### config.mk
export PLATFORM = sky130hd
export DESIGN_NAME = rfmpi_ram
export DESIGN_NICKNAME = d
export VERILOG_FILES = /design/src/sv/rfmpi_ram.sv
export SDC_FILE = /design/constraint.sdc
export NUM_CORES = 1
export LEC_CHECK = 0
export BUFFER_PORTS_ARGS = -buffer_cell sky130_fd_sc_hd__clkbuf_2
export CORE_UTILIZATION = 50
export CTS_CLUSTER_DIAMETER = 50
export DETAILED_ROUTE_END_ITERATION = 7
export GPL_ROUTABILITY_DRIVEN = 0
export PLACE_DENSITY = 0.7
export SYNTH_ARGS = -nofsm -noshare
export SYNTH_HDL_FRONTEND = slang
export SYNTH_SLANG_ARGS = --single-unit
### constraint.sdc
create_clock -name clk -period 2.6 [get_ports clk]
set_input_delay 0.39 -clock clk [delete_from_list [all_inputs] [get_ports clk]]
set_output_delay 0.39 -clock clk [all_outputs]
set_load 0.01 [all_outputs]
### src/sv/rfmpi_ram.sv
// generic single-port-write, single-port-read ram with registered read
`timescale 1ns / 1ps

module rfmpi_ram #(
    parameter int WIDTH = 8,
    parameter int DEPTH = 16
) (
    input  logic                                 clk,
    input  logic                                 we,
    input  logic [(DEPTH > 1 ? $clog2(DEPTH) : 1)-1:0] waddr,
    input  logic [WIDTH-1:0]                     wdata,
    input  logic                                 re,
    input  logic [(DEPTH > 1 ? $clog2(DEPTH) : 1)-1:0] raddr,
    output logic [WIDTH-1:0]                     rdata
);

    logic [WIDTH-1:0] mem [DEPTH];
    logic [WIDTH-1:0] rdata_reg;

    always_ff @(posedge clk)
    begin
        if (we)
        begin
            mem[waddr] <= wdata;
        end
        // read data holds until the next read
        if (re)
        begin
            rdata_reg <= mem[raddr];
        end
    end

    assign rdata = rdata_reg;

endmodule

# Yosys cells after proc, flatten, opt, wreduce, memory -nomap -nowiden
# Memory sizes are Yosys's and may differ from the RTL's. A register that Yosys moved wholly into a read port is not among the register bits.
# Index checks and enable logic that the tools add are counted.
[op_classes]
n_mux = 2
[op_table]
columns = ["cell", "n"]
rows = [
  ["two-way mux 1 bit", 2],
]
[totals]
in_bits = 19
regBits = 0
output_inout_bits = 8
ram_bits = 128
wordCells = 3
memories = 1
[memory_table]
columns = ["memory", "words", "word_bits", "read_ports", "rd_clocked_by_memory_dff", "wr", "line_no", "rtl"]
rows = [
  ["mem", 16, 8, 1, 1, 1, "17", "logic [WIDTH-1:0] mem [DEPTH];"],
]

# Longest topological paths before layout
# Gate-level depths: netlist (run 1).
[depth]
word_depth = 2
depth_mapped = 5
ltp_nobuf = 3

# Least setup slack after synthesis (run 1)
# Ideal clock, no wire load.
[synth_timing]
path_kind = "input -> register"
start = "input port waddr[2] in the netlist's numbering"
end = "memory mem[0][0], enable pin"
arrival_time_ns = 1.500
slack_ns = 0.717
required_ns = 2.217
setup_ns = 0.383
stages = 2
cell_sequence = "or3b_2 > nor3_1"
[synth_lines]
columns = ["item", "line_no", "rtl"]
rows = [
  ["start, declared", "10", "input logic [(DEPTH > 1 ? $clog2(DEPTH) : 1)-1:0] waddr,"],
  ["end, declared", "17", ""],
]
# No word-level cell before the write port.

==> results.yml, run 1 <==
pwr:
  power_per_cell_area_nw_per_um2: 845
  power_w: 0.00526
  p_leak_nw: 2.12
  vdd_drop_max_v: 0.000439
critical_path:
  critPathSlowestCell: "mux4_1"
  r2r_cells: 3
  crit_type: "flip-flop to flip-flop"
  critical_path.top_delay_family: "multiplexers"
  r2r_start: "mem[10][1]"
  crit_path_end_kind: "flip-flop"
  cp_max_fo: 1
  crit_required_ps: 2860
  r2r_end: "rdata[1]"
  crit_chain: "mux4_1 > a22oi_1 > nand2_1"
  crit_arrival_ps: 1770
  reg2reg_slack_ps: 1090
  slowest_delay_ps: 490
  cp_num_buf_inv: 0
  startpoint_type: "flip-flop"
floorplan:
  die_h_microns: 104
  die-area_sq_um: 10900
  pin_count: 27
  die_x_microns: 104
  coreArea_sq_um: 9950
  start_util_pct: 52.5
  floorplan.rows: 36
layout:
  synthToLayoutAreaGrowth_pct: 19.0
  multi_input_area_sq_um: 1060
  final_common_cell: "edfxtp_1"
  largest_reg_flops: 128
  drive_above_1_share_pct: 29.6
  regArea_sq_um: 4080
  n_fill_cell: 664
  fin_cells: 427
  final_util_pct: 62.5
  nets: 300
  final_cell_mix: "136 x edfxtp_1, 26 x clkbuf_2, 18 x mux4_2"
  antenna_cells: 0
global_routing:
  antenna_found_initial: 0
  grt-ovfl-total: 0
  track_usage_pct: 20.6
  first_global_vias: 2509
  grt_pass1_wl_microns: 15200
  grt_max_degree: 33
clocking:
  post_cts_buffers: 0
  cts_buffers: 17
  htreeDepth: 4
  cts-root-buf: "clkbuf_8"
  clkTransAtPathRegs_ps: 60
  cts_tree: "yes"
  clockBufferDepth: 2
  cts.sinks: 136
  insertion_delay_ps: 520
  hold_buffers: 0
  post_cts_resized: 0
job:
  maxCapViolations: 0
sta:
  hold_viol: 0
  fin_worst_skew_ps: 5.05
  layout_min_cycle_time_ps: 1510
  hold_ws_ps: 284
  worst_slew_pin_slew_ps: 831
  slew_viol_final: 0
  fmax_mhz: 663
  rsz0062_at_grt: "no"
  period_share_pct: 58.0
  relSlewSlack_pct: 44.4
  totalNegativeSetupSlack_ps: 0
  setup-violations-final: 0
hold_path:
  hp-start: "wdata[6]"
  hold_depth: 1
  hold_path.class: "primary input to flip-flop"
  min_to: "mem[7][6]"
drt:
  ant_nets: 0
  wl_per_cell_microns: 23.9
  drt-pass1-iter-count: 4
  viasPerCell: 5.72
  drc_errors: 0
  drtIter0Drc: 168
  wirelength_microns: 10200
  vias: 2441
synthesis:
  ys_warn_count: 0
  ys_seq_elements: 136
  synth_area_sq_um: 5230
  syn_nets: 248
  yosysSeqAreaShare_pct: 78.1
  syn_area_per_cell_sq_um: 22.8
  yosysUniqueCellTypes: 18
  syn_inst: 229
outcome:
  status: "finished clean"
placement:
  io_buffers: 26
  dp_cells: 395
  dp_hpwl_microns: 6160
[Yosys cell counts]
library cell	n	area, sq um
and2_1	1	6.26
nor2_1	13	48.8
nand2b_1	2	12.5
nand3b_1	2	15.0
buf_6	3	33.8
mux4_2	18	405
buf_2	3	15.0
nor2b_1	1	6.26
a22oi_1	16	120
buf_4	1	7.51
and2b_1	1	7.51
nand3_1	1	5.00
edfxtp_1	136	4080
nand2_1	9	33.8
nor3_1	4	20.0
or3b_2	1	8.76
clkdlybuf4s25_2	3	30.0
mux4_1	14	368
[cell families after synthesis]
family | count (synthesis) | share of synthesized area (%)
flops | 136 | 78.1
simple gates | 35 | 3.14
mux | 32 | 14.8
compound gates | 16 | 2.30
buf+inv | 10 | 1.65
[final cells by class]
class / count / share of cell area, %
Tap cell: 133 / 2.67
Clock buffer: 21 / 6.90
Sequential cell: 136 / 65.6
Timing Repair Buffer: 43 / 4.55
Clock inverter: 11 / 3.24
Multi-Input combinational cell: 83 / 17.0
[worst register-to-register path, delay by kind of cell (launching register included)]
family,cells,cell delay [ps]
flip-flops,1,370
multiplexers,1,490
AND/OR/NAND/NOR,1,80
AO/OA/AOI/OAI,1,320
[metrics by stage]
step,instance area (sq um),worst slack (ps)
CTS,6220,1090
global route,6220,1050
global placement,5590,590
detailed placement,5590,584
floorplan,5230,717
finish,6220,1090
[metal layers]
metal	vias up	track usage [%]	part of all wire, %
met5	-	0	0
met4	0	10.2	1.8
met3	12	5.08	7.4
met2	107	31.0	48
met1	1235	28.4	42
li1	1087	-	-
[worst max-delay path by stage]
stage | cells past startpoint | endpoint | start
after floorplan | 2 | mem[0][0] | waddr[2]
after global placement | 5 | rdata[4] | raddr[0]
after detailed placement | 5 | rdata[1] | raddr[0]
after CTS | 1 | rdata[1] | rdata[1]
after global routing | 3 | rdata[1] | mem[9][1]
final | 3 | rdata[1] | mem[10][1]
[report_power, final]
| part | internal, W | total (W) | switching [W] | leakage (nW) |
|---|---|---|---|---|
| clock network | 0.00174 | 0.00255 | 0.000811 | 0.306 |
| registers | 0.00247 | 0.00249 | 0.0000131 | 1.24 |
| logic | 0.0000945 | 0.000225 | 0.000130 | 0.578 |
| total | 0.00430 | 0.00526 | 0.000954 | 2.12 |
(Power assumes the default switching activity.)
==> run 2, diff against run 1 <==
==> constraint.sdc (replaced) <==
create_clock -name clk -period 1.6 [get_ports clk]
set_input_delay 0.24 -clock clk [delete_from_list [all_inputs] [get_ports clk]]
set_output_delay 0.24 -clock clk [all_outputs]
set_load 0.01 [all_outputs]
==> results.yml, run 2 (same netlist as run 1, synthesis figures left out) <==
outcome:
  status: "finished clean"
pwr:
  swShare_pct: 19.0
  comb_power_share_pct: 4.7
  power.net_switching_w: 0.00161
  p_leak_nw: 2.20
  p_seq_share_pct: 47.6
  power_per_cell_area_nw_per_um2: 1330
  internal-power_w: 0.00686
  pwr-share-clk_pct: 47.7
  vdd_drop_max_v: 0.000666
floorplan:
  die_x_microns: 104
  floorplan.rows: 36
  pin_count: 27
  die-area_sq_um: 10900
  start_util_pct: 52.5
  die_h_microns: 104
  coreArea_sq_um: 9950
drt:
  wirelength_microns: 9890
  drtIter0Drc: 154
  wl_per_cell_microns: 22.6
  drc_errors: 0
  vias: 2483
  ant_nets: 0
  drt-pass1-iter-count: 4
  viasPerCell: 5.67
hold_path:
  hold_path.class: "primary input to flip-flop"
  hp-start: "wdata[5]"
layout:
  largest_reg_flops: 128
  final_cell_mix: "136 x edfxtp_1, 26 x clkbuf_2, 23 x buf_4"
  antenna_cells: 0
  drive_above_1_share_pct: 34.4
  final_common_cell: "edfxtp_1"
  synthToLayoutAreaGrowth_pct: 21.7
  fin_cells: 438
  nets: 312
sta:
  fmax_mhz: 647
  fin_worst_skew_ps: 14.9
  totalNegativeSetupSlack_ps: 0
  hold_viol: 0
  worst_slew_pin_slew_ps: 782
  period_share_pct: 96.7
  rsz0062_at_grt: "no"
  slew_viol_final: 0
  hold_ws_ps: 144
  setup-violations-final: 0
  worst_slack_ps: 53.2
  layout_min_cycle_time_ps: 1550
  relSlewSlack_pct: 47.7
global_routing:
  grt_pass1_wl_microns: 15300
  first_global_vias: 2672
  grt_max_degree: 17
  track_usage_pct: 20.4
  antenna_found_initial: 0
  grt-ovfl-total: 0
critical_path:
  cp-startpoint: "mem[9][4]"
  crit_chain: "mux4_1 > a22oi_1 > nand2_1"
  slowest_delay_ps: 510
  startpoint_type: "flip-flop"
  crit_path_end_kind: "flip-flop"
  crit_type: "flip-flop to flip-flop"
  cp_num_buf_inv: 0
  r2r_start: "mem[9][4]"
  critPathSlowestCell: "mux4_1"
  cp_max_fo: 1
  critical_path.top_delay_family: "multiplexers"
  crit_required_ps: 1850
  crit_arrival_ps: 1800
placement:
  dp_cells: 407
  dp_hpwl_microns: 6680
  io_buffers: 26
  place_ws_ps: -296
clocking:
  cts_tree: "yes"
  cts-root-buf: "clkbuf_8"
  cts_buffers: 17
  htreeDepth: 4
  insertion_delay_ps: 510
  post_cts_buffers: 0
  clkTransAtPathRegs_ps: 60
  cts.sinks: 136
  clockBufferDepth: 2
job:
  maxCapViolations: 0
## run 2: worst paths after layout
kind	endpoint	slack, ps	cells after the start
max	rdata[4]	50	3
min	mem[6][5]	140	1
max reg2reg	rdata[4]	50	3
min reg2reg	rdata[5]	750	3
## run 2: power groups by stage
stage	combinational [W]	sequential, W	clock (W)
floorplan	0.000203	0.00411	0
global placement	0.000391	0.00411	0
detailed placement	0.000400	0.00411	0
CTS	0.000402	0.00404	0.00411
global route	0.000430	0.00405	0.00424
finish	0.000397	0.00404	0.00404
## run 2: routing by layer
layer  vias up  global-route usage [%]  part of all wire [%]
met5         -                       0                     0
met4         0                    9.49                   1.4
met3         8                    3.95                   6.1
met2        84                    31.7                    49
met1      1282                    28.1                    44
li1       1109                       -                     -
## run 2: what timing repair did
item                       in CTS  in global routing
hold buffers                    0                  0
setup endpoints to repair       0                  1
gates resized for setup         0                  1
## run 2: cell type report
class / count / area, sq um
Sequential cell: 136 / 4080
Fill cell: 657 / 3590
Multi-Input combinational cell: 83 / 1070
Timing Repair Buffer: 55 / 423
Clock buffer: 18 / 418
Clock inverter: 13 / 203
Tap cell: 133 / 166
## run 2: stage by stage
stage / area, sq um / utilization [%] / total power [W]
6_report: 6360 / 63.9 / 0.00848
3_3_place_gp: 5740 / 57.6 / 0.00450
4_1_cts: 6360 / 63.9 / 0.00855
3_5_place_dp: 5740 / 57.6 / 0.00452
5_1_grt: 6360 / 63.9 / 0.00872
2_1_floorplan: 5230 / - / 0.00432
==> run 3, diff against run 2 <==
==> constraint.sdc (replaced) <==
create_clock -name clk -period 1.8 [get_ports clk]
set_input_delay 0.27 -clock clk [delete_from_list [all_inputs] [get_ports clk]]
set_output_delay 0.27 -clock clk [all_outputs]
set_load 0.01 [all_outputs]
==> results.yml, run 3 (same netlist as run 1, synthesis figures left out) <==
floorplan:
  die_h_microns: 104
  pin_count: 27
  floorplan.rows: 36
  start_util_pct: 52.5
  coreArea_sq_um: 9950
  die-area_sq_um: 10900
  die_x_microns: 104
global_routing:
  first_global_vias: 2681
  antenna_found_initial: 0
  grt_max_degree: 33
  grt-ovfl-total: 0
  grt_pass1_wl_microns: 15000
  track_usage_pct: 19.6
sta:
  hold_viol: 0
  fmax_mhz: 670
  layout_min_cycle_time_ps: 1490
  relSlewSlack_pct: 76.1
  rsz0062_at_grt: "no"
  worst_slack_ps: 308
  worst_slew_pin_slew_ps: 358
  setup-violations-final: 0
  slew_viol_final: 0
  period_share_pct: 82.9
  fin_worst_skew_ps: 6.06
critical_path:
  startpoint_type: "flip-flop"
  critPathSlowestCell: "mux4_2"
  crit_type: "flip-flop to flip-flop"
  crit_arrival_ps: 1740
  crit_path_end_kind: "flip-flop"
  cp-startpoint: "mem[8][6]"
  crit_chain: "mux4_2 > a22oi_1 > nand2_1"
  crit_required_ps: 2050
  cp_max_fo: 1
  r2r_cells: 3
  slowest_delay_ps: 450
  reg2reg_slack_ps: 310
  r2r_start: "mem[8][6]"
  cp_num_buf_inv: 0
  r2r_end: "rdata[6]"
  critical_path.top_delay_family: "multiplexers"
placement:
  io_buffers: 26
  post_dp_cell_area_sq_um: 5650
  place_ws_ps: -18.3
  dp_hpwl_microns: 6180
layout:
  final_common_cell: "edfxtp_1"
  nets: 306
  final_cell_mix: "136 x edfxtp_1, 26 x clkbuf_2, 20 x buf_4"
  antenna_cells: 0
  drive_above_1_share_pct: 30.8
  multi_input_area_sq_um: 1060
  regArea_sq_um: 4080
  final_util_pct: 62.5
  n_fill_cell: 670
  design_area_sq_um: 6230
  largest_reg_flops: 128
  synthToLayoutAreaGrowth_pct: 19.1
clocking:
  cts_tree: "yes"
  clkTransAtPathRegs_ps: 60
  cts_buffers: 17
  cts.sinks: 136
  post_cts_resized: 0
  post_cts_buffers: 0
  insertion_delay_ps: 510
  clockBufferDepth: 2
  cts-root-buf: "clkbuf_8"
  htreeDepth: 4
  hold_buffers: 0
hold_path:
  hold_depth: 1
  hold_path.class: "primary input to flip-flop"
  min_to: "rdata[7]"
  hp-start: "re"
pwr:
  power_w: 0.00728
  p_leak_nw: 2.13
  power_per_cell_area_nw_per_um2: 1170
  vdd_drop_max_v: 0.000718
drt:
  drt-pass1-iter-count: 4
  vias: 2450
  drc_errors: 0
  drtIter0Drc: 121
  viasPerCell: 5.67
  wirelength_microns: 9590
  wl_per_cell_microns: 22.2
  ant_nets: 0
job:
  maxCapViolations: 0
outcome:
  status: "finished clean"
[run 3: cell count changes in the layout (fill, tap and decap cells not counted), sizes merged]
| cell | delta |
|---|---|
| inv | -1 |
| bufinv | -1 |
| clkinv | +2 |
| buf | -6 |
[run 3: worst max path at each step]
| stage | to | cells after the start |
|---|---|---|
| after floorplan | mem[0][0] | 2 |
| after global placement | rdata[1] | 5 |
| after detailed placement | rdata[1] | 5 |
| after CTS | rdata[6] | 3 |
| after global routing | rdata[6] | 3 |
| final | rdata[6] | 3 |
[run 3: worst register-to-register path, stage by stage (launching register included)]
cell and delay [ps]:
edfxtp_1 370, mux4_2 450, a22oi_1 320, nand2_1 90
[run 3: metal layers]
| layer | vias up | track usage, % | wire length (microns) |
|---|---|---|---|
| met5 | - | 0 | 0 |
| met4 | 0 | 6.84 | 105 |
| met3 | 9 | 5.83 | 484 |
| met2 | 84 | 31.8 | 4840 |
| met1 | 1258 | 25.4 | 4160 |
| li1 | 1099 | - | - |
[run 3: power by group]
part	leakage (nW)	internal, W	switching (W)	total [W]
clock network	0.279	0.00220	0.00116	0.00336
registers	1.24	0.00357	0.0000193	0.00359
logic	0.613	0.000146	0.000188	0.000334
[run 3: layout make-up]
cell class | count | share of cell area (%)
Timing Repair Buffer | 49 | 5.47
Multi-Input combinational cell | 83 | 17.0
Clock inverter | 13 | 2.57
Sequential cell | 136 | 65.6
Clock buffer | 18 | 6.71
Tap cell | 133 | 2.67
[run 3: per-stage QoR]
stage	hold WS, ps	cells	TNS, ps
after global routing	171	432	0
after detailed placement	701	401	-18.3
final	182	432	0
after floorplan	369	229	0
after CTS	164	432	0
after global placement	679	401	-2.57
