<file path="src/sv/rfmpi_pkg.sv">
// shared types and constants for the route filter merge block
`timescale 1ns / 1ps

package rfmpi_pkg;

    // input item operation codes
    localparam logic OP_WRITE = 1'b0;
    localparam logic OP_QUERY = 1'b1;

    // configuration register indexes
    localparam int CFG_IDX_W  = 1;
    localparam int CFG_DATA_W = 5;
    localparam logic [CFG_IDX_W-1:0] CFG_FILTER_BYTES = 1'd0;
    localparam logic [CFG_IDX_W-1:0] CFG_INTERFACES   = 1'd1;

    // field widths fixed by the interface
    localparam int DEST_W   = 8;
    localparam int IFACE_W  = 4;
    localparam int FILTER_W = 64;
    localparam int BYTES_W  = 4;
    localparam int NIF_W    = 5;

    // reset values of the configuration registers
    localparam logic [BYTES_W-1:0] FILTER_BYTES_RESET = 4'd8;
    localparam logic [NIF_W-1:0]   INTERFACES_RESET   = 5'd16;

    // most results reported per query list
    localparam int RESULT_LIMIT = 16;

    // one pending result word from the sequencer
    typedef struct packed {
        logic               valid;
        logic               last;
        logic               used;
        logic [IFACE_W-1:0] index;
    } emit_t;

endpackage

</file>
<file path="src/sv/rfmpi_seq.sv">
// sequencer: route lookup, accumulator read-modify-write and result walk
`timescale 1ns / 1ps

module rfmpi_seq #(
    parameter int MAX_DESTINATIONS = 256,
    parameter int MAX_INTERFACES   = 16,
    parameter int FILTER_BITS      = 64
) (
    input  logic                                   clk,
    input  logic                                   rst_n,
    // input channel control
    input  logic                                   in_valid,
    output logic                                   in_stall,
    input  logic                                   op,
    input  logic [rfmpi_pkg::DEST_W-1:0]           destination,
    input  logic                                   last_destination,
    // output channel control
    input  logic                                   out_stall,
    output rfmpi_pkg::emit_t                       emit,
    // configuration
    input  logic [rfmpi_pkg::NIF_W-1:0]            cfg_interfaces,
    input  logic [FILTER_BITS-1:0]                 mask,
    // route table
    output logic                                   rt_we,
    output logic                                   rt_re,
    output logic [(MAX_DESTINATIONS > 1 ? $clog2(MAX_DESTINATIONS) : 1)-1:0] rt_addr,
    input  logic [rfmpi_pkg::IFACE_W-1:0]          rt_iface,
    input  logic [FILTER_BITS-1:0]                 rt_filter,
    // accumulator memory
    output logic                                   acc_we,
    output logic [(MAX_INTERFACES > 1 ? $clog2(MAX_INTERFACES) : 1)-1:0] acc_waddr,
    output logic [FILTER_BITS-1:0]                 acc_wdata,
    output logic                                   acc_re,
    output logic [(MAX_INTERFACES > 1 ? $clog2(MAX_INTERFACES) : 1)-1:0] acc_raddr,
    input  logic [FILTER_BITS-1:0]                 acc_rdata
);

    localparam int DEST_AW = (MAX_DESTINATIONS > 1) ? $clog2(MAX_DESTINATIONS) : 1;
    localparam int IF_AW   = (MAX_INTERFACES > 1) ? $clog2(MAX_INTERFACES) : 1;
    localparam int LIM     = (MAX_INTERFACES < rfmpi_pkg::RESULT_LIMIT) ?
                             MAX_INTERFACES : rfmpi_pkg::RESULT_LIMIT;
    localparam int CNT_W   = rfmpi_pkg::NIF_W;

    localparam logic [1:0] S_IDLE  = 2'd0;
    localparam logic [1:0] S_ROUTE = 2'd1;
    localparam logic [1:0] S_ACC   = 2'd2;
    localparam logic [1:0] S_EMIT  = 2'd3;

    logic [1:0]                    state_reg;
    logic [1:0]                    state_next;
    logic                          hit_reg;
    logic                          last_reg;
    logic                          acc_hit_reg;
    logic [IF_AW-1:0]              acc_addr_reg;
    logic [MAX_INTERFACES-1:0]     mark_reg;
    logic [CNT_W-1:0]              cnt_reg;
    logic                          pend_reg;
    logic [rfmpi_pkg::IFACE_W-1:0] idx_reg;
    logic                          used_reg;
    logic                          lastout_reg;

    logic             take_ok;
    logic             in_take;
    logic             query_take;
    logic             dest_ok;
    logic             ri_ok;
    logic [CNT_W-1:0] n_lim;
    logic             out_take;
    logic             issue;
    logic             emit_done;

    always_comb
    begin
        take_ok    = (state_reg == S_IDLE) || ((state_reg == S_ACC) && !last_reg);
        in_take    = in_valid && take_ok;
        query_take = in_take && (op == rfmpi_pkg::OP_QUERY);
        dest_ok    = 32'(destination) < 32'(MAX_DESTINATIONS);
        ri_ok      = hit_reg && (32'(rt_iface) < 32'(MAX_INTERFACES));
        n_lim      = (cfg_interfaces > CNT_W'(LIM)) ? CNT_W'(LIM) : cfg_interfaces;
        out_take   = pend_reg && !out_stall;
        issue      = (state_reg == S_EMIT) && (cnt_reg < n_lim) && (!pend_reg || out_take);
        emit_done  = (state_reg == S_EMIT) && (cnt_reg >= n_lim) && (!pend_reg || out_take);
    end

    assign in_stall = !take_ok;

    // route table access on acceptance
    assign rt_we   = in_take && (op == rfmpi_pkg::OP_WRITE) && dest_ok;
    assign rt_re   = query_take;
    assign rt_addr = DEST_AW'(destination);

    // accumulator port: rmw read in route state, result walk in emit state
    assign acc_re    = ((state_reg == S_ROUTE) && ri_ok) || issue;
    assign acc_raddr = (state_reg == S_ROUTE) ? IF_AW'(rt_iface) : IF_AW'(cnt_reg);
    assign acc_we    = (state_reg == S_ACC) && acc_hit_reg;
    assign acc_waddr = acc_addr_reg;
    // unmarked entries read as zero
    assign acc_wdata = (mark_reg[acc_addr_reg] ? acc_rdata : '0) | (rt_filter & mask);

    always_comb
    begin
        state_next = state_reg;
        case (state_reg)
            S_IDLE:
            begin
                if (query_take)
                begin
                    state_next = S_ROUTE;
                end
            end
            S_ROUTE:
            begin
                state_next = S_ACC;
            end
            S_ACC:
            begin
                if (last_reg)
                begin
                    state_next = S_EMIT;
                end
                else if (query_take)
                begin
                    state_next = S_ROUTE;
                end
                else
                begin
                    state_next = S_IDLE;
                end
            end
            S_EMIT:
            begin
                if (emit_done)
                begin
                    state_next = S_IDLE;
                end
            end
            default:
            begin
                state_next = S_IDLE;
            end
        endcase
    end

    always_ff @(posedge clk or negedge rst_n)
    begin
        if (!rst_n)
        begin
            state_reg   <= S_IDLE;
            hit_reg     <= 1'b0;
            last_reg    <= 1'b0;
            acc_hit_reg <= 1'b0;
            mark_reg    <= '0;
            cnt_reg     <= '0;
            pend_reg    <= 1'b0;
        end
        else
        begin
            state_reg <= state_next;
            if (query_take)
            begin
                hit_reg  <= dest_ok;
                last_reg <= last_destination;
            end
            if (state_reg == S_ROUTE)
            begin
                acc_hit_reg <= ri_ok;
            end
            if (acc_we)
            begin
                mark_reg[acc_addr_reg] <= 1'b1;
            end
            if ((state_reg == S_ACC) && last_reg)
            begin
                cnt_reg <= '0;
            end
            else if (issue)
            begin
                cnt_reg <= cnt_reg + 1'b1;
            end
            if (issue)
            begin
                pend_reg <= 1'b1;
            end
            else if (out_take)
            begin
                pend_reg <= 1'b0;
            end
            if (emit_done)
            begin
                mark_reg <= '0;
            end
        end
    end

    // payload side of the pipeline, no reset needed
    always_ff @(posedge clk)
    begin
        if (state_reg == S_ROUTE)
        begin
            acc_addr_reg <= IF_AW'(rt_iface);
        end
        if (issue)
        begin
            idx_reg     <= rfmpi_pkg::IFACE_W'(cnt_reg);
            used_reg    <= mark_reg[IF_AW'(cnt_reg)];
            lastout_reg <= (cnt_reg + 1'b1) == n_lim;
        end
    end

    assign emit.valid = pend_reg;
    assign emit.last  = lastout_reg;
    assign emit.used  = used_reg;
    assign emit.index = idx_reg;

    a_pend_in_emit: assert property (@(posedge clk) disable iff (!rst_n)
        pend_reg |-> (state_reg == S_EMIT))
        else $error("result pending outside emit state");

    a_route_read_then_lookup: assert property (@(posedge clk) disable iff (!rst_n)
        rt_re |=> (state_reg == S_ROUTE))
        else $error("route read not followed by lookup");

    a_marks_clear_after_emit: assert property (@(posedge clk) disable iff (!rst_n)
        (state_reg == S_IDLE && $past(state_reg) == S_EMIT) |-> (mark_reg == '0))
        else $error("interface marks not cleared after result walk");

    a_acc_write_marks: assert property (@(posedge clk) disable iff (!rst_n)
        acc_we |=> mark_reg[$past(acc_addr_reg)])
        else $error("accumulator write left entry unmarked");

endmodule

</file>
<file path="config.mk">
export PLATFORM = sky130hd
export DESIGN_NAME = rfmpi_seq
export DESIGN_NICKNAME = d
export VERILOG_FILES = /design/src/sv/rfmpi_pkg.sv /design/src/sv/rfmpi_seq.sv
export SDC_FILE = /design/constraint.sdc
export NUM_CORES = 1
export LEC_CHECK = 0
export ABC_AREA = 1
export BUFFER_PORTS_ARGS = -buffer_cell sky130_fd_sc_hd__buf_4
export CAP_MARGIN = 20
export CORE_AREA = 10 10 111 113
export CTS_CLUSTER_SIZE = 30
export DETAILED_ROUTE_END_ITERATION = 7
export DIE_AREA = 0 0 121 123
export PLACE_DENSITY_LB_ADDON = 0.25
export RECOVER_POWER = 100
export SLEW_MARGIN = 10
export SYNTH_ARGS = -nofsm -noshare
export SYNTH_HDL_FRONTEND = slang
export SYNTH_SLANG_ARGS = --single-unit
</file>
<file path="constraint.sdc">
create_clock -name clk -period 2 [get_ports clk]
set_input_delay 0.2 -clock clk [delete_from_list [all_inputs] [get_ports clk]]
set_output_delay 0.2 -clock clk [all_outputs]
set_load 0.02 [all_outputs]
</file>
* Yosys cells after proc, flatten, opt, wreduce, memory -nomap -nowiden
Cells that the tools add are included.
** Word-level totals
- Bits in registers :: 37
- Bits of input ports :: 215
- Output and inout port bits :: 92
- Logic and storage cells :: 73
** Cells by class
- Add/subtract/negate cells :: 1
- $lt $le $gt $ge :: 6
- Equal/unequal tests :: 6
- Muxes and demuxes :: 20
- Bitwise logic cells :: 4
- Reductions and logical operators :: 25
** Operators by type and width (count)
- 64-bit bitwise AND :: 1
- 64-bit 2-to-1 mux :: 1
- 64-bit OR :: 1
- 16-bit 2-to-1 mux :: 2
- 16-bit OR :: 1
- 5-bit 2-to-1 mux :: 3
- 1-bit logical AND :: 13
- 4-bit by 5-bit < comparator with 1-bit output (second input constant) :: 2
- 1-bit binary-select mux with 4-bit select :: 2
- 2-bit case mux with 4 select lines :: 1
- 1-bit 2-to-1 mux :: 6
- 2-bit 2-to-1 mux :: 3
- 2-bit nonzero test :: 3
- 5-bit by 1-bit adder with 5-bit output (second input constant) :: 1
- 5-bit equality test :: 1
- 5-bit >= comparator :: 1
- 5-bit > comparator (second input constant) :: 1
- 5-bit < comparator :: 1
- 1-bit demux with 4-bit select :: 1
- 2-bit equality test (second input constant) :: 2
- 4-bit by 1-bit >= comparator with 1-bit output (second input constant) :: 1
- 1-bit zero test :: 4
- 4-bit 2-to-1 mux :: 1
- 2-bit != test (second input constant) :: 2
- other kinds (5) :: 7

* Depth between registers and ports, before layout
- Depth after elaboration :: 8
- Mapped depth :: 12
- Mapped depth without buffers :: 12

* Least setup slack after synthesis
Ideal clock, no wire load.
- Kind :: register to register
- From :: register cnt_reg[0]
- To :: register idx_reg[0] (netlist bit) (enable)
- Setup time :: 328 ps
- Arrival time :: 1545 ps
- Required time :: 1672 ps
- Setup slack :: 127 ps
- Cell stages (with the launch flop) :: 10
- Path buffers :: 1
- Period minus slack after synthesis :: 1873 ps
- Cell sequence :: dfrtp_1 inv_1 clkbuf_1 ha_1 inv_1 nand2_1 nand2_1 a21oi_1 nand2_1 inv_1
** On the way
- Word-level cells in the longest chain between the ends :: 3
** Ends and longest elaborated chain
- start, declared :: line rfmpi_seq.sv:56 : logic [CNT_W-1:0] cnt_reg;
- start signal, assigned :: line rfmpi_seq.sv:178 : cnt_reg <= cnt_reg + 1'b1;
- 5-bit < comparator :: line rfmpi_seq.sv:81 : issue = (state_reg == S_EMIT) && (cnt_reg < n_lim) && (!pend_reg || out_take);
- 1-bit logical AND (2 in a row) :: line rfmpi_seq.sv:81
- net issue :: line rfmpi_seq.sv:69 : logic issue;
- end signal, assigned :: line rfmpi_seq.sv:204 : idx_reg <= rfmpi_pkg::IFACE_W'(cnt_reg);
- end, declared :: line rfmpi_seq.sv:58 : logic [rfmpi_pkg::IFACE_W-1:0] idx_reg;
The timed path passes the listed nets, and every way through them passes these cells.
A chain may end at the register's enable or synchronous reset.

* Worst setup path after layout
- From :: register acc_addr_reg[0] (netlist: acc_waddr[0])
- To :: output port acc_wdata[6]
** On the way
- Word-level cells in the longest chain between the ends :: 4
** Ends and longest elaborated chain
- start, declared :: line rfmpi_seq.sv:54 : logic [IF_AW-1:0] acc_addr_reg;
- start signal, assigned :: line rfmpi_seq.sv:200 : acc_addr_reg <= IF_AW'(rt_iface);
- 1-bit binary-select mux with 4-bit select :: line rfmpi_seq.sv:98 : assign acc_wdata = (mark_reg[acc_addr_reg] ? acc_rdata : '0) | (rt_filter & mask);
- 1-bit 2-to-1 mux (not written as such) :: line rfmpi_seq.sv:98
- 64-bit 2-to-1 mux :: line rfmpi_seq.sv:98
- 64-bit OR :: line rfmpi_seq.sv:98
- end, declared :: line rfmpi_seq.sv:32 : output logic [FILTER_BITS-1:0] acc_wdata,
No other way between the ends. The select of a mux whose other input is x is not followed.

==> impl_results.md <==
* Endpoint arrival time on the critical path at between 1.5 and 2 ns
* Filler cell count in the final layout at 1009
* Endpoint, Worst Hold: last_reg
* Via count of the first global-routing pass at 4191
* Chip height at around 120 um
* Number of remaining DRC errors at 0
* Biggest cell delay along the critical path at roughly 0.51 ns
* Syn Inst Count at 477
* Sw frac at 0.4809
* Xor and xnor fraction of the mapped netlist area at 0.01744
* Register bit total from synthesis at 37
* Synth warnings at 0
* Leakage power total at 3.140 nW
* Dpl cells at roughly 900
* Total vias in the final route at 4322
* Min-Delay Startpoint: last_destination
* Count of flip-flops with a built-in enable after synthesis at 10
* Post-placement setup slack at about 0.043 ns
* Sort of element at the end of the critical path: output port
* Skew-Pair Late Insertion Delay at 0.30 ns
* Part of the power in combinational logic at 0.692
* Cell area after synthesis at roughly 3000 um2
* F_max at 463.5 MHz
* Post-synthesis mux area share at 0
* Post-Synth Adder-Cell Area at 0.02492
* Register-to-register path setup slack at 0.18 ns
* Relative slew margins at 0.03609
* Largest net degree at the start of global routing at 37
* Final cycle utilization of the critical path at 1.079
* Worst Path Class, Setup: register to output port
* Final Hold Vio Count at 0
* Number of flip-flops under the largest register name at 16
* Pin slew with the least headroom to its limit at 1.446 ns
* Final setup viols at 64
* Setup repair after global routing missed its margin: yes
* Layout Area Growth over Synthesis at 87.92%
* Wire per inst at 20.32 um
* Slack of the critical path at -0.1573 ns
* Cells on Worst Hold Path at 3
* Global route overflow at 0
* Count of antenna-violating nets left after detailed routing at 0
* Post-Syn Nets at 698
* Starting DRT DRC Count at roughly 300
* Final Net Count at 993
* Worst Hold Class: input port to register
* Via density per instance at 4.729
* Portion of total power attributed to the clock network at 0.102
* Power per cell area at 1134 nW/um2
* Clock tree from TritonCTS: yes
* Detailed Place HPWL at between 15 and 20 mm
* Cell accounting for the most synthesized area: sky130_fd_sc_hd__nand2_1
* Outcome: finished, violations left
* Maximum buffer depth of the clock tree at 2
* Wire length of the first global-routing pass at 25.61 mm
* Share of the yosys chip area belonging to registers at 0.3239
* CTS Buf Count at 5
* Number of clock sinks at 37
* Worst reg2reg endpoint: lastout_reg
* Compound-cell area share of the yosys netlist at 0.1811
* Worst IR drop on VDD at 0.6752 mV
* I/O pin total at 307
* Net switching power of the design at 3.086 mW
* Count of TritonRoute iterations in the first routing pass at 5
* Buf+Inv Stages, Crit Path at 3
* CP max-delay cell: sky130_fd_sc_hd__edfxtp_1
* Worst setup skew after layout at 0.01015 ns
* Max Fanout on Critical Path at 14
* Critical Path Start Type: register
* Area share of the largest cell type after synthesis at 0.2566
* Cell-internal power at 3.332 mW
* Core outline area at 10140 um2
* Count of buffers from port buffering at a little under 300
* Post-synth ARST share at 0.7297
* Kind of cell adding the most delay to the critical path: flip-flops
* Fraction of layout instances using a drive strength above 1 at 0.4450
* Dominant combinational cell family by area after synthesis: simple AND/OR/NAND/NOR gates
* Total count of max-transition violations in the final report at 0
* Failing checks: negative setup slack
* Synthesized-area fraction occupied by and/or/nand/nor cells at 0.3443
* # Max-Cap Violations at 0
* Final critical delay including setup and external delays at 2.157 ns
* Chain of cells forming the critical path: buf_6, o21ai_1, nand2_1, nand2_1, nand2_2, nand2_4, buf_6, o21ai_1, nand2_1, buf_4
* Number of library cell types mapped by synthesis at 27
* Root buffer cell: sky130_fd_sc_hd__clkbuf_8
* Synthesized area per cell at between 6 and 7 um2
* Row cnt at 37
* Post-layout instance count excluding filler cells at between 900 and 1000
* Most common cell on crit path: sky130_fd_sc_hd__nand2_1
* Total global-route track usage at 0.2247
* CTS H-Tree Depth at 2
* Ranking of synthesized cells by area: sky130_fd_sc_hd__nand2_1 (26%), sky130_fd_sc_hd__dfrtp_1 (22%), sky130_fd_sc_hd__edfxtp_1 (10%), sky130_fd_sc_hd__o21ai_1 (7.1%), sky130_fd_sc_hd__o21ai_0 (6.0%)
* Fraction of power consumed by sequential logic at 0.207
* DIE AREA at 14880 um2
* Horiz. Die Dim at 121 um
* Final weighted congestion in routability-driven placement at 1.003
* Worst Path Required at 1.80 ns
* Clock-pin slew on the worst setup and hold paths at 0.08 ns
* Origin of the critical flop-to-flop path: cnt_reg[1]
* Initial antenna violation count at 6
* Worst reg2reg path depth at 7
* Top_reg_cell synth: sky130_fd_sc_hd__dfrtp_1
* Starting utilization of the core area at 0.2972
* Total routed wirelength at about 19 mm
## how the worst max path moves through the flow
stage / slack, ns / startpoint / endpoint / cells past startpoint
finish: -0.16 / acc_waddr[0] / acc_wdata[6] / 10
global route: -0.31 / acc_waddr[0] / acc_wdata[10] / 11
CTS: -0.14 / acc_waddr[0] / acc_wdata[6] / 11
detailed placement: 0.04 / acc_waddr[0] / acc_wdata[54] / 11
global placement: 0.08 / acc_waddr[0] / acc_wdata[11] / 11
floorplan: 0.13 / cnt_reg[0] / idx_reg[0] / 9
## through the flow
stage	setup TNS (ns)	util	power (mW)	hold WS, ns	cell area, um2
after detailed placement	0	0.5255	5.475	0.1353	5328
after global placement	0	0.5255	5.427	0.1331	5328
after CTS	-6.526	0.5436	6.216	0.07339	5512
after floorplan	0	-	3.687	-0.09559	3013
after global routing	-17.29	0.5574	6.929	0.08917	5652
final	-6.972	0.5584	6.418	0.09550	5662
## layout by cell type (no fill, tap or decap), drive strengths merged, types with 3 or more instances in the layout
cell	n
dfrtp	27
buf	299
a31oi	4
a21oi	19
clkbuf	24
o211ai	3
edfxtp	10
nor3	4
nor2	33
inv	26
o21ai	79
nand3	13
diode	5
ha	6
xor2	5
nand2	210
## routing by layer
layer  vias to the layer above  wire, um  global-route usage
met4                         2       146             0.04827
met2                       223      8776              0.3459
met1                      1948      7544              0.2885
met3                        14      2091             0.09298
li1                       2135         -                   -
met5                         -        13                   0
## logic make-up (layout without fill, tap and decap cells)
family | Yosys count | after routing
simple gates | 264 | 264
compound gates | 106 | 106
buf+inv | 58 | 354
flops | 37 | 37
fa+ha+maj | 6 | 6
xor+xnor | 6 | 6
other cells | 0 | 5
## power groups by stage
stage | logic, mW | registers, mW | clock network (mW)
6_report | 4.44 | 1.33 | 0.652
5_1_grt | 4.85 | 1.37 | 0.714
4_1_cts | 4.23 | 1.32 | 0.666
3_5_place_dp | 4.13 | 1.35 | 0
3_3_place_gp | 4.09 | 1.34 | 0
2_1_floorplan | 2.39 | 1.29 | 0
## repair_timing
item                                    CTS  global route
endpoints found under the setup margin   65            65
hold buffers                              1             0
resized for setup                        10            58
hold endpoints to repair                 27             0
buffers inserted                          7             1
pin swaps                                 0             1
cloned                                    0             1
## tightest hold or removal path: cells and delay by family
kind	cells	cell delay, ns
buffers and inverters	1	0.07
and+or+nand+nor	2	0.09
## cell usage after synthesis, drive strengths merged (5+ instances only)
cell	number
xor2	5
ha	6
nand3	13
buf	25
a21oi	19
o21ai	79
clkbuf	6
edfxtp	10
inv	26
dfrtp	27
nand2	210
nor2	33
## layout make-up
cell class              count  area [um2]  area share
diodes                      5       12.51    0.002210
clock buffers               5       68.82     0.01215
clock inverters             3       41.29    0.007293
inverters                  27       101.3     0.01790
multi-input cells         382        1807      0.3191
flip-flops and latches     37       977.2      0.1726
well taps                 136       170.2     0.03006
repair buffers            319        2484      0.4387
Note: power is estimated with default switching activity, not from simulation.
